[config.mk]
export PLATFORM = sky130hd
export DESIGN_NAME = sdes_byte_cipher_unit
export DESIGN_NICKNAME = d
export VERILOG_FILES = /design/src/sv/sdes_pkg.sv /design/src/sv/sdes_byte_cipher_unit.sv /design/src/sv/sdes_pass_stage.sv
export SDC_FILE = /design/constraint.sdc
export NUM_CORES = 1
export LEC_CHECK = 0
export ABC_AREA = 1
export ABC_CLOCK_PERIOD_IN_PS = 4300
export BUFFER_PORTS_ARGS = -buffer_cell sky130_fd_sc_hd__buf_2
export CORE_MARGIN = 8
export CORE_UTILIZATION = 52
export DETAILED_ROUTE_END_ITERATION = 7
export GPL_TIMING_DRIVEN = 0
export MAX_ROUTING_LAYER = met4
export PLACE_DENSITY = 0.71
export SYNTH_ARGS = -nofsm -noshare
export SYNTH_HDL_FRONTEND = slang
export SYNTH_HIERARCHICAL = 1
export SYNTH_SLANG_ARGS = --single-unit
[constraint.sdc]
create_clock -name clock -period 4.3 [get_ports clock]
set_input_delay 0 -clock clock [delete_from_list [all_inputs] [get_ports clock]]
set_output_delay 0 -clock clock [all_outputs]
set_load 0.02 [all_outputs]
[src/sv/sdes_pkg.sv]
// Shared constants, types and S-DES bit functions for the byte cipher unit.
package sdes_pkg;

   // Number of full cipher passes applied to each byte.
   localparam int REPEATS = 10;

   localparam int BYTE_WIDTH = 8;
   localparam int KEY_WIDTH  = 10;

   typedef logic [BYTE_WIDTH-1:0] byte_type;
   typedef logic [KEY_WIDTH-1:0]  key_type;
   typedef logic [3:0]            pos_type;

   // Configuration register indexes.
   typedef enum logic [0:0] {
      CSR_CIPHER_KEY   = 1'b0,
      CSR_DECRYPT_MODE = 1'b1
   } csr_index_type;

   // Subkeys in the order the two rounds of a pass use them.
   typedef struct packed {
      byte_type first;
      byte_type second;
   } subkey_type;

   // Permutation tables: entry is a 1-based position, position 1 is the MSB.
   localparam pos_type TAB_IP  [8]  = '{4'd2, 4'd6, 4'd3, 4'd1, 4'd4, 4'd8, 4'd5, 4'd7};
   localparam pos_type TAB_IIP [8]  = '{4'd4, 4'd1, 4'd3, 4'd5, 4'd7, 4'd2, 4'd8, 4'd6};
   localparam pos_type TAB_EP  [8]  = '{4'd4, 4'd1, 4'd2, 4'd3, 4'd2, 4'd3, 4'd4, 4'd1};
   localparam pos_type TAB_P4  [4]  = '{4'd2, 4'd4, 4'd3, 4'd1};
   localparam pos_type TAB_P10 [10] = '{4'd3, 4'd5, 4'd2, 4'd7, 4'd4,
                                        4'd10, 4'd1, 4'd9, 4'd8, 4'd6};
   localparam pos_type TAB_P8  [8]  = '{4'd6, 4'd3, 4'd7, 4'd4, 4'd8, 4'd5, 4'd10, 4'd9};

   // S-boxes, flattened as row * 4 + column.
   localparam logic [1:0] BOX_A [16] = '{2'd1, 2'd0, 2'd3, 2'd2,
                                         2'd3, 2'd2, 2'd1, 2'd0,
                                         2'd0, 2'd2, 2'd1, 2'd3,
                                         2'd3, 2'd1, 2'd3, 2'd2};
   localparam logic [1:0] BOX_B [16] = '{2'd0, 2'd1, 2'd2, 2'd3,
                                         2'd2, 2'd0, 2'd1, 2'd3,
                                         2'd3, 2'd0, 2'd1, 2'd0,
                                         2'd2, 2'd1, 2'd0, 2'd3};

   function automatic byte_type perm_ip(input byte_type v);
      byte_type r;
      for (int i = 0; i < 8; i++) begin
         r[7-i] = v[8 - int'(TAB_IP[i])];
      end
      return r;
   endfunction

   function automatic byte_type perm_iip(input byte_type v);
      byte_type r;
      for (int i = 0; i < 8; i++) begin
         r[7-i] = v[8 - int'(TAB_IIP[i])];
      end
      return r;
   endfunction

   function automatic byte_type perm_ep(input logic [3:0] v);
      byte_type r;
      for (int i = 0; i < 8; i++) begin
         r[7-i] = v[4 - int'(TAB_EP[i])];
      end
      return r;
   endfunction

   function automatic logic [3:0] perm_p4(input logic [3:0] v);
      logic [3:0] r;
      for (int i = 0; i < 4; i++) begin
         r[3-i] = v[4 - int'(TAB_P4[i])];
      end
      return r;
   endfunction

   function automatic key_type perm_p10(input key_type v);
      key_type r;
      for (int i = 0; i < 10; i++) begin
         r[9-i] = v[10 - int'(TAB_P10[i])];
      end
      return r;
   endfunction

   function automatic byte_type perm_p8(input key_type v);
      byte_type r;
      for (int i = 0; i < 8; i++) begin
         r[7-i] = v[10 - int'(TAB_P8[i])];
      end
      return r;
   endfunction

   // Row from the outer bits, column from the inner bits.
   function automatic logic [1:0] sbox_a(input logic [3:0] x);
      return BOX_A[{x[3], x[0], x[2:1]}];
   endfunction

   function automatic logic [1:0] sbox_b(input logic [3:0] x);
      return BOX_B[{x[3], x[0], x[2:1]}];
   endfunction

   // One Feistel round: mix the low nibble into the high nibble.
   function automatic byte_type round_fk(input byte_type b, input byte_type k);
      byte_type   ep;
      logic [3:0] s;
      logic [3:0] p;
      ep = perm_ep(b[3:0]) ^ k;
      s  = {sbox_a(ep[7:4]), sbox_b(ep[3:0])};
      p  = perm_p4(s);
      return {b[7:4] ^ p, b[3:0]};
   endfunction

   // Full pass: IP, fk, nibble swap, fk, inverse IP.
   function automatic byte_type cipher_pass(input byte_type b, input subkey_type k);
      byte_type t;
      t = perm_ip(b);
      t = round_fk(t, k.first);
      t = {t[3:0], t[7:4]};
      t = round_fk(t, k.second);
      return perm_iip(t);
   endfunction

   // Derive subkeys and order them for the selected direction.
   function automatic subkey_type key_schedule(input key_type key, input logic decrypt);
      key_type    p;
      key_type    rot1;
      key_type    rot3;
      byte_type   k1;
      byte_type   k2;
      subkey_type r;
      p    = perm_p10(key);
      rot1 = {p[8:5], p[9], p[3:0], p[4]};
      rot3 = {p[6:5], p[9:7], p[1:0], p[4:2]};
      k1   = perm_p8(rot1);
      k2   = perm_p8(rot3);
      r.first  = decrypt ? k2 : k1;
      r.second = decrypt ? k1 : k2;
      return r;
   endfunction

endpackage

[src/sv/sdes_byte_cipher_unit.sv]
// Top level of the byte cipher: configuration registers and pass pipeline.
//
// Usage: bytes enter on the req_ channel (req_valid, req_stall, req_data_byte)
// and leave on the rsp_ channel (rsp_valid, rsp_stall, rsp_result_byte), one
// result per byte, in order. A transfer happens on a rising clock edge with
// valid high and stall low.
// The key and the encrypt/decrypt direction are written on the csr_ port
// (index 0: 10-bit key, index 1: decrypt when bit 0 is set) by the user only
// while no byte is in flight; the block itself does not enforce this. Subkeys
// come combinationally from the key and mode registers. Each of the REPEATS
// passes (10) sits in its own register stage; an accepted byte moves through
// them in order and transfers on rsp_ from the last. Unless a stalled result
// freezes the pipeline, a new byte can be accepted every cycle: one per clock.
// The critical path is one full pass (two rounds) between stage registers.
// When the receiver stalls a valid result, the whole pipeline freezes and
// req_stall is raised in the same cycle; nothing is lost or repeated.
// Synchronous reset empties the pipeline and clears key and mode to zero.
module sdes_byte_cipher_unit
   import sdes_pkg::*;
(
   input  logic          clock,
   input  logic          reset,
   // Input byte channel
   input  logic          req_valid,
   output logic          req_stall,
   input  byte_type      req_data_byte,
   // Result byte channel
   output logic          rsp_valid,
   input  logic          rsp_stall,
   output byte_type      rsp_result_byte,
   // Configuration write port
   input  logic          csr_write_enable,
   input  csr_index_type csr_index,
   input  key_type       csr_write_data
);

   key_type    cipher_key_ff;
   key_type    cipher_key_in;
   logic       decrypt_mode_ff;
   logic       decrypt_mode_in;
   subkey_type subkeys;
   logic       advance;

   logic [REPEATS:0] chain_valid;
   byte_type         chain_byte [REPEATS+1];
   logic [REPEATS:0] stage_valid;

   // Decode configuration writes
   always_comb begin
      cipher_key_in   = cipher_key_ff;
      decrypt_mode_in = decrypt_mode_ff;
      if (csr_write_enable) begin
         case (csr_index)
            CSR_CIPHER_KEY: begin
               cipher_key_in = csr_write_data;
            end
            CSR_DECRYPT_MODE: begin
               decrypt_mode_in = csr_write_data[0];
            end
            default: begin
               cipher_key_in = cipher_key_ff;
            end
         endcase
      end
   end

   always_ff @(posedge clock) begin
      if (reset) begin
         cipher_key_ff   <= '0;
         decrypt_mode_ff <= 1'b0;
      end else begin
         cipher_key_ff   <= cipher_key_in;
         decrypt_mode_ff <= decrypt_mode_in;
      end
   end

   // Order subkeys for the selected direction
   assign subkeys = key_schedule(cipher_key_ff, decrypt_mode_ff);

   // Freeze the pipeline only when a finished result is held back
   assign advance   = !(rsp_valid && rsp_stall);
   assign req_stall = !advance;

   // Chain the pass stages
   assign chain_valid[0] = req_valid;
   assign chain_byte[0]  = req_data_byte;

   for (genvar g = 0; g < REPEATS; g++) begin : g_stage
      sdes_pass_stage u_stage (
         .clock     (clock),
         .reset     (reset),
         .advance   (advance),
         .in_valid  (chain_valid[g]),
         .in_byte   (chain_byte[g]),
         .keys      (subkeys),
         .out_valid (chain_valid[g+1]),
         .out_byte  (chain_byte[g+1])
      );
   end

   assign stage_valid     = {chain_valid[REPEATS:1], 1'b0};
   assign rsp_valid       = chain_valid[REPEATS];
   assign rsp_result_byte = chain_byte[REPEATS];

`ifndef SYNTHESIS
   // Valid bits shift one stage per advancing cycle
   a_valid_shift: assert property (@(posedge clock) disable iff (reset)
      advance |=> stage_valid[REPEATS:1] == $past(chain_valid[REPEATS-1:0]))
      else $error("valid bits did not shift with the pipeline");

   // A held result freezes every stage
   a_stall_freeze: assert property (@(posedge clock) disable iff (reset)
      !advance |=> $stable(stage_valid))
      else $error("pipeline moved while the result was stalled");

   // Reset empties the pipeline
   a_reset_empty: assert property (@(posedge clock)
      reset |=> stage_valid == '0)
      else $error("pipeline not empty after reset");
`endif

endmodule

[src/sv/sdes_pass_stage.sv]
// One pipeline stage: a full S-DES pass followed by a valid/data register.
module sdes_pass_stage
   import sdes_pkg::*;
(
   input  logic       clock,
   input  logic       reset,
   input  logic       advance,
   input  logic       in_valid,
   input  byte_type   in_byte,
   input  subkey_type keys,
   output logic       out_valid,
   output byte_type   out_byte
);

   logic     valid_ff;
   logic     valid_in;
   byte_type byte_ff;
   byte_type byte_in;

   // Run one pass on the incoming byte
   always_comb begin
      valid_in = in_valid;
      byte_in  = cipher_pass(in_byte, keys);
   end

   // Hold valid while the pipeline is stalled
   always_ff @(posedge clock) begin
      if (reset) begin
         valid_ff <= 1'b0;
      end else if (advance) begin
         valid_ff <= valid_in;
      end
   end

   // Hold data while the pipeline is stalled
   always_ff @(posedge clock) begin
      if (advance) begin
         byte_ff <= byte_in;
      end
   end

   assign out_valid = valid_ff;
   assign out_byte  = byte_ff;

endmodule
==> metrics, run 1 <==
DRC Markers 0; slew margin rel. 34.9%; period utilization around three quarters; static leakage 7.32 nW; fin util 59.1%; Crit. End Element register; nets roughly 2100; Vias per Instance 5.20; yosys warns 6; MaxCap Viol Count 0; TritonCTS clock tree built; initial antenna violation count 0; status completed; Tot Pwr between 10 and 15 mW; synthesized area between 10000 and 15000 sq um; register area share after synthesis 23.6%; largest net degree at the start of global routing between 60 and 70; die area ~28000 sq um; Rows 55; top post-synthesis cells by area nand2_1, edfxtp_1, nand3_1; pre-CTS setup slack 1.02 ns; Via Count 12400; Arr. time, crit path 3.42 ns; kind of critical path register to register; DIE WIDTH approximately 170 um; I/O Buffers 33; H-tree Lvls 3; commonest non-fill, non-tap cell in the layout nand2_1; fmax approximately 300 MHz; number of DRC markers in iteration 0 a little under 800; Tmin final about 3.3 ns; pins over their slew limit 0; count of final setup violators 0; total wire length 31.1 mm; VDD IR-drop max around 0.00033 V; total CTS buffers 9; Mapped Nets between 2000 and 2500; Antenna diodes 0; clock slew at reported path FFs around 0.08 ns; Avg Cell Area, Syn ~6 sq um; Hold Violations, Final 0; Final Skew between 0.01 and 0.015 ns; critical path data required time around 4.4 ns; pwr dens between 800 and 900 nW/um^2; worst-path fanout max 12; Final ANT Viol Nets 0; Yosys cell types 25; share of cells above drive strength 1 around a fifth; worst skew pair latency 0.37 ns; setup ws final 0.996 ns; GRT Total Usage between 20 and 25%; Overflow after GRT 0; Root Driver clkbuf_16; Starting Density ~53%; #FFs+latches synth just over 100; RSZ-0062 raised after global routing false; CTS Sinks ~100; Hold Path Stages 4; Layout area overhead 11.8%; vias in the first global route approximately 11000; Ports 34; core box area 22600 sq um; CP Launch Type register; post-synth top area cell nand2_1; RD Place Congestion about 0.86; first-pass GRT wire length approximately 51 mm; most frequent cells in the layout nand2_1, nand3_1, inv_1; R2R Setup Slk between 0.9 and 1 ns; first-pass iteration count of the detailed router 6; Synth top area share 27.4%; die height around 170 um; Worst-Margin Slew about 1 ns; worst hold path type input pin to register; Bufs on Longest Clock Path 2; Avg WL per Cell 13.0 um; Final HPWL DP between 20 and 25 mm; Worst Reg-to-Reg Cells 18; Mapped Cells a little over 2000
-- sequential cells by signal, indices dropped and copies added, names as in the netlist --
name,flops
g_stage.u_stage/out_byte,80
cipher_key_ff,10
g_stage.u_stage/out_valid,10
decrypt_mode_ff,1
-- per-layer routing --
| layer | track usage [%] | routed length (um) |
|---|---|---|
| met1 | 27.4 | 13900 |
| met3 | 2.41 | 1540 |
| met5 | - | 0 |
| met2 | 38.1 | 14700 |
| met4 | 9.55 | 981 |
-- repair_timing --
item / in CTS / in global routing
hold buffers: 19 / 0
setup buffers: 0 / 0
endpoints found under the hold margin: 24 / 0
resized for setup: 0 / 0
-- logic make-up after synthesis --
kind of cell             Yosys count  synth area share [%]
AO/OA/AOI/OAI                     17                 0.710
XOR/XNOR                          18                  1.32
adder cells (fa/ha/maj)           20                  2.09
buffers and inverters            276                  8.73
flip-flops                       101                  23.6
multiplexers                      10                 0.835
AND/OR/NAND/NOR                 1579                  62.8
-- worst paths after layout --
check	from	to
max	decrypt_mode_ff$_SDFFE_PP0P_	g_stage[3].u_stage/out_byte[5]$_DFFE_PP_
min	csr_index	cipher_key_ff[5]$_SDFFE_PP0P_
max reg2reg	decrypt_mode_ff$_SDFFE_PP0P_	g_stage[3].u_stage/out_byte[5]$_DFFE_PP_
min reg2reg	g_stage[5].u_stage/out_valid$_SDFFE_PP0P_	g_stage[6].u_stage/out_valid$_SDFFE_PP0P_
-- metrics by stage --
step | instances | area, sq um | hold slack (ns) | setup TNS (ns)
3_5_place_dp | 2353 | 12900 | 0.246 | 0
3_3_place_gp | 2339 | 12500 | 0.241 | -95.87
6_report | 2388 | 13400 | 0.0156 | 0
2_1_floorplan | 2021 | 12000 | 0.0691 | 0
5_1_grt | 2388 | 13400 | 0.0420 | 0
4_1_cts | 2388 | 13400 | 0.00380 | 0
-- area by class of cell --
| cell class | count | area, sq um |
|---|---|---|
| Clock buffer | 9 | 225 |
| Multi-Input combinational cell | 1644 | 8230 |
| Buffer | 3 | 21.3 |
| Tap cell | 285 | 357 |
| Fill cell | 2111 | 9250 |
| Inverter | 273 | 1020 |
| Timing Repair Buffer | 66 | 642 |
| Clock inverter | 7 | 65.1 |
| Sequential cell | 101 | 2820 |
-- where the power goes --
group          internal, mW  switching [mW]  total [mW]
logic                  3.06            5.72        8.78
registers              1.76           0.461        2.22
clock network         0.409           0.439       0.848
total                  5.23            6.62        11.9
-- cells in the mapped netlist (all sizes together) --
library cell,instances
nand3,367
inv,272
dfxtp,21
edfxtp,80
ha,20
or2,21
nand2,1128
xnor2,9
a21oi,1
o21ai,16
nor2,32
buf,3
nand3b,31
mux2i,10
xor2,9
clkinv,1
-- worst max-delay path, cell delays in order (launching register included) --
cell and delay [ns]:
dfxtp_1 0.38, inv_1 0.16, o21ai_2 0.57, buf_8 0.24, inv_1 0.05, nand2_1 0.07
nand2_2 0.07, ha_1 0.27, or2_4 0.27, nand2_2 0.10, nand2_4 0.07, nand3b_1 0.10
nand2_2 0.09, ha_1 0.19, nand3b_1 0.14, nand2_1 0.06, nand2_1 0.06, nand3_1 0.07
nand2_1 0.07
No activity file was read; power rests on OpenSTA's default activity.
==> inputs of run 2 (changes only) <==
--- a/config.mk
+++ b/config.mk
@@ -6,14 +6,14 @@
 export NUM_CORES = 1
 export LEC_CHECK = 0
 export ABC_AREA = 1
-export ABC_CLOCK_PERIOD_IN_PS = 4300
+export ABC_CLOCK_PERIOD_IN_PS = 3150
 export BUFFER_PORTS_ARGS = -buffer_cell sky130_fd_sc_hd__buf_2
 export CORE_MARGIN = 8
 export CORE_UTILIZATION = 52
 export DETAILED_ROUTE_END_ITERATION = 7
 export GPL_TIMING_DRIVEN = 0
 export MAX_ROUTING_LAYER = met4
-export PLACE_DENSITY = 0.71
+export PLACE_DENSITY = 0.68
 export SYNTH_ARGS = -nofsm -noshare
 export SYNTH_HDL_FRONTEND = slang
 export SYNTH_HIERARCHICAL = 1
==> constraint.sdc (replaced) <==
create_clock -name clock -period 3.15 [get_ports clock]
set_input_delay 0 -clock clock [delete_from_list [all_inputs] [get_ports clock]]
set_output_delay 0 -clock clock [all_outputs]
set_load 0.02 [all_outputs]
==> run 2 against run 1 <==
Effect of this change: total power is 39% higher; core utilization increased by 1.5 points; sequential cell count unchanged; critical path type unchanged; critical endpoint is now g_stage[4].u_stage/out_byte[5]$_DFFE_PP_.
==> metrics, run 2 (same netlist as run 1, synthesis figures left out) <==
fmax 327 MHz; Tmin final roughly 3.1 ns; Root Driver clkbuf_16; Final HPWL DP ~24 mm; slew margin rel. between 30% and 40%; pwr dens roughly 1200 nW/um^2; RD Place Congestion around 0.86; vias in the first global route roughly 11000; Arr. time, crit path 3.19 ns; R2R Setup Slk about 0.09 ns; pre-CTS setup slack -0.177 ns; I/O Buffers 33; total wire length 34.5 mm; DRC Markers 0; pins over their slew limit 0; Rows between 50 and 60; CP Launch Type register; core box area around 23000 sq um; VDD IR-drop max roughly 0.00053 V; largest net degree at the start of global routing 66; first-pass iteration count of the detailed router 7; GRT Total Usage between 20% and 30%; DIE WIDTH about 170 um; Tot Pwr between 15 and 20 mW; Bufs on Longest Clock Path 2; clock slew at reported path FFs 0.09 ns; static leakage 7.49 nW; Starting Density 52.9%; Avg WL per Cell between 10 and 15 um; H-tree Lvls 3; Overflow after GRT 0; die area around 28000 sq um; TritonCTS clock tree built; MaxCap Viol Count 0; Ports 34; Layout area overhead 14.6%; initial antenna violation count 0; setup ws final 0.0904 ns; Crit. End Element register; Via Count 12700; max reg flops 80; number of DRC markers in iteration 0 between 900 and 1000; worst hold path type input pin to register; share of cells above drive strength 1 20.6%; commonest non-fill, non-tap cell in the layout nand2_1; WHS about 0.018 ns; nets around 2200; critical path data required time approximately 3.3 ns; worst skew pair latency approximately 0.37 ns; Final Skew ~0.016 ns; kind of critical path register to register; Final ANT Viol Nets 0; period utilization ~97%; count of final setup violators 0; CTS Sinks between 100 and 150; worst-path fanout max 10; Vias per Instance 5.25; Antenna diodes 0; die height 168 um; status completed; Worst-Margin Slew approximately 1.0 ns; total CTS buffers 9; Hold Violations, Final 0; first-pass GRT wire length 53.0 mm; most frequent cells in the layout nand2_1, nand3_1, inv_1
run 2: cell count changes in the layout (fill, tap and decap cells not counted), sizes merged:
cell,change
o21ai,+3
dlygate4sd3,-1
buf,+22
clkbuf,+1
run 2: final cells by class:
cell class	instances	area, sq um
Clock buffer	9	225
Clock inverter	7	96.3
Sequential cell	101	2830
Tap cell	285	357
Multi-Input combinational cell	1647	8340
Inverter	273	1020
Buffer	3	51.3
Fill cell	2119	8910
Timing Repair Buffer	88	811
run 2: worst paths after layout:
path / from / end / cells after the start
min reg2reg: g_stage[7].u_stage/out_valid$_SDFFE_PP0P_ / g_stage[7].u_stage/out_valid$_SDFFE_PP0P_ / 2
min: req_data_byte[3] / g_stage[0].u_stage/out_byte[5]$_DFFE_PP_ / 3
max reg2reg: decrypt_mode_ff$_SDFFE_PP0P_ / g_stage[4].u_stage/out_byte[5]$_DFFE_PP_ / 20
max: decrypt_mode_ff$_SDFFE_PP0P_ / g_stage[4].u_stage/out_byte[5]$_DFFE_PP_ / 20
run 2: per-layer routing:
| metal | global-route usage (%) | share of wire, % | routed length (um) | vias to the layer above |
|---|---|---|---|---|
| li1 | - | - | - | 6582 |
| met1 | 29.1 | 44 | 15100 | 5708 |
| met2 | 40.3 | 48 | 16500 | 308 |
| met3 | 2.50 | 5.6 | 1920 | 77 |
| met4 | 7.92 | 3.0 | 1030 | 0 |
| met5 | - | 0 | 0 | - |
run 2: metrics by stage:
stage | util [%] | setup TNS [ns] | instance area [sq um] | std cells
after floorplan | - | 0 | 12000 | 2021
after global placement | 55.3 | -146.94 | 12500 | 2339
after detailed placement | 56.8 | -0.915 | 12900 | 2352
after CTS | 59.2 | -0.0235 | 13400 | 2388
after global routing | 60.6 | -0.0457 | 13700 | 2413
final | 60.6 | 0 | 13700 | 2413
run 2: where the power goes:
| part | internal, mW | leakage, nW | switching (mW) | total [mW] |
|---|---|---|---|---|
| registers | 2.40 | 1.03 | 0.662 | 3.06 |
| clock network | 0.587 | 0.156 | 0.637 | 1.22 |
| logic | 4.27 | 6.30 | 7.96 | 12.2 |
| total | 7.26 | 7.49 | 9.26 | 16.5 |
run 2: repair_timing:
action	CTS	global route
gates resized for setup	4	27
pin swaps	3	8
buffers inserted	1	22
gates cloned	1	3
hold endpoints to repair	23	0
hold buffers	18	0
setup endpoints to repair	13	36
run 2: critical path, cell delays in order, from the launching register on:
cell	delay, ns
dfxtp_4	0.39
buf_12	0.16
o21ai_4	0.20
clkbuf_16	0.20
buf_8	0.13
buf_4	0.11
inv_1	0.04
nand2_1	0.07
nand2_2	0.06
ha_1	0.28
or2_4	0.26
nand2_4	0.09
nand2_4	0.06
nand3b_1	0.11
nand2_2	0.08
ha_1	0.18
nand3b_1	0.15
nand2_1	0.07
nand2_1	0.06
nand3_1	0.07
nand2_1	0.05
==> inputs of run 3 (changes only) <==
--- a/config.mk
+++ b/config.mk
@@ -8,7 +8,7 @@
 export ABC_AREA = 1
 export ABC_CLOCK_PERIOD_IN_PS = 3150
 export BUFFER_PORTS_ARGS = -buffer_cell sky130_fd_sc_hd__buf_2
-export CORE_MARGIN = 8
+export CORE_MARGIN = 2
 export CORE_UTILIZATION = 52
 export DETAILED_ROUTE_END_ITERATION = 7
 export GPL_TIMING_DRIVEN = 0
==> run 3 against run 2 <==
Effect of this change: final cell count fell by 0.21%; worst hold slack lost 0.00062 ns; core utilization grew 0.072 points; clock skew rose by 0.0031 ns; combinational power about the same; non-clock buffer count fell by 4; sequential power about the same; register-to-register slack better by 0.04 ns; critical path type unchanged; largest cell class unchanged; largest power group unchanged.
==> metrics, run 3 (same netlist as run 1, synthesis figures left out) <==
largest net degree at the start of global routing between 60 and 70; Bufs on Longest Clock Path 2; pwr dens 1190 nW/um^2; dpl cell area roughly 13000 sq um; worst-path fanout max 10; Ports 34; RSZ-0062 raised after global routing true; commonest non-fill, non-tap cell in the layout nand2_1; die height about 160 um; switch share a little under three fifths; slew margin rel. a little over a third; DRC Markers 0; Clock power frac ~7.2%; vias in the first global route between 10000 and 15000; die area 24300 sq um; Worst Reg-to-Reg Cells 18; DIE WIDTH 156 um; core box area around 23000 sq um; worst skew pair latency between 0.3 and 0.4 ns; Layout area overhead 14.7%; Antenna diodes 0; RD Place Congestion between 0.9 and 1; placed cells around 2400; Rows between 50 and 60; fin util between 60% and 70%; CP startpoint decrypt_mode_ff$_SDFFE_PP0P_; area of the multi-input gates between 8000 and 9000 sq um; critical path's largest stage delay approximately 0.38 ns; Worst-Margin Slew roughly 0.97 ns; Avg WL per Cell between 10 and 15 um; R2R Setup Slk between 0.1 and 0.15 ns; Slowest-stage cell, CP dfxtp_4; Design Area, Final 13700 sq um; VDD IR-drop max around 0.00055 V; FF/Latch Area 2830 sq um; first-pass GRT wire length about 52 mm; Reg power frac 18.6%; Overflow after GRT 0; period utilization a little over nine tenths; status completed; Final Skew ~0.019 ns; number of DRC markers in iteration 0 roughly 800; critical path cell sequence buf_12, o21ai_4, buf_12, inv_1, nand2_1, nand2_2, ha_1, or2_4, nand2_2, nand2_4, nand3b_1, nand2_2, ha_1, nand3b_1, nand2_1, nand2_1, nand3_1, nand2_1; TNS Setup 0 ns; I/O Buffers 33; Root Driver clkbuf_16; net switching power just over 9 mW; Logic pwr share between 70% and 80%; share of cells above drive strength 1 20.3%; CP Launch Type register; internal power ~7.2 mW; Final ANT Viol Nets 0; Tmin final between 3 and 4 ns; MaxCap Viol Count 0; H-tree Lvls 3; total wire length 33.3 mm; critical path data required time between 3 and 4 ns; nets 2162; clock slew at reported path FFs 0.09 ns; pins over their slew limit 0; CTS Sinks roughly 100; Final HPWL DP between 20 and 25 mm; Starting Density between 50% and 60%; cell repeated most along the worst path nand2_1; worst hold path type input pin to register; fmax around 330 MHz; reg2reg start decrypt_mode_ff$_SDFFE_PP0P_; setup ws final approximately 0.13 ns; Hold Violations, Final 0; Via Count roughly 13000; GRT Total Usage approximately 28%; total CTS buffers 9; number of fill cells 2167; static leakage ~7.5 nW; first-pass iteration count of the detailed router 5; Arr. time, crit path approximately 3.1 ns; kind of critical path register to register; Crit. End Element register; most frequent cells in the layout nand2_1, nand3_1, inv_1; max reg flops 80; pre-CTS setup slack -0.431 ns; TritonCTS clock tree built; initial antenna violation count 0; critical path endpoint g_stage[7].u_stage/out_byte[5]$_DFFE_PP_; post-route insts no fill ~2400; RR Endpoint g_stage[7].u_stage/out_byte[5]$_DFFE_PP_; Vias per Instance ~5.2; count of final setup violators 0
run 3: layout make-up:
class	instances	share of cell area, %
Timing Repair Buffer	84	6.21
Buffer	3	0.373
Tap cell	285	2.59
Inverter	273	7.48
Sequential cell	101	20.6
Clock buffer	9	1.64
Multi-Input combinational cell	1646	60.6
Clock inverter	7	0.555
run 3: worst min-delay path by stage:
stage               slack (ns)                                   endpoint              from  depth (start not counted)
floorplan                 0.07               decrypt_mode_ff$_SDFFE_PP0P_             reset                          1
global placement          0.24  g_stage[0].u_stage/out_valid$_SDFFE_PP0P_         req_valid                          3
detailed placement        0.24  g_stage[0].u_stage/out_valid$_SDFFE_PP0P_         req_valid                          3
CTS                      0.005   g_stage[0].u_stage/out_byte[6]$_DFFE_PP_  req_data_byte[4]                          3
global route              0.04   g_stage[0].u_stage/out_byte[6]$_DFFE_PP_  req_data_byte[4]                          3
finish                    0.02              cipher_key_ff[9]$_SDFFE_PP0P_         csr_index                          4
run 3: power by group through the flow:
stage	sequential, mW	combinational, mW	clock [mW]
2_1_floorplan	2.92	9.69	0
6_report	3.05	12.1	1.18
4_1_cts	3.05	12.0	1.19
3_5_place_dp	3.07	11.8	0
5_1_grt	3.14	13.9	1.22
3_3_place_gp	3.06	11.5	0
run 3: repair_timing:
item,4_1_cts,5_1_grt
resized for setup,11,13
hold endpoints to repair,23,0
setup endpoints to repair,40,21
setup buffers,7,11
gates cloned,2,1
pin swaps,4,4
hold buffers,18,0
run 3: per-layer routing:
layer / share of wire [%] / track usage [%]
met4: 2.7 / 9.87
met5: 0 / -
met3: 5.0 / 2.69
met1: 45 / 35.8
met2: 47 / 46.2
run 3: through the flow:
stage	power, mW	hold WS (ns)
2_1_floorplan	12.6	0.0691
3_3_place_gp	14.5	0.237
3_5_place_dp	14.9	0.243
4_1_cts	16.2	0.00507
5_1_grt	18.2	0.0389
6_report	16.4	0.0172
run 3: worst max-delay path: cells and delay by family (launching register included):
family | cells | cell delay [ns]
adders and majority gates | 2 | 0.49
AOI/OAI and AO/OA | 1 | 0.29
buffers and inverters | 3 | 0.37
DFF | 1 | 0.38
and+or+nand+nor | 12 | 1.20
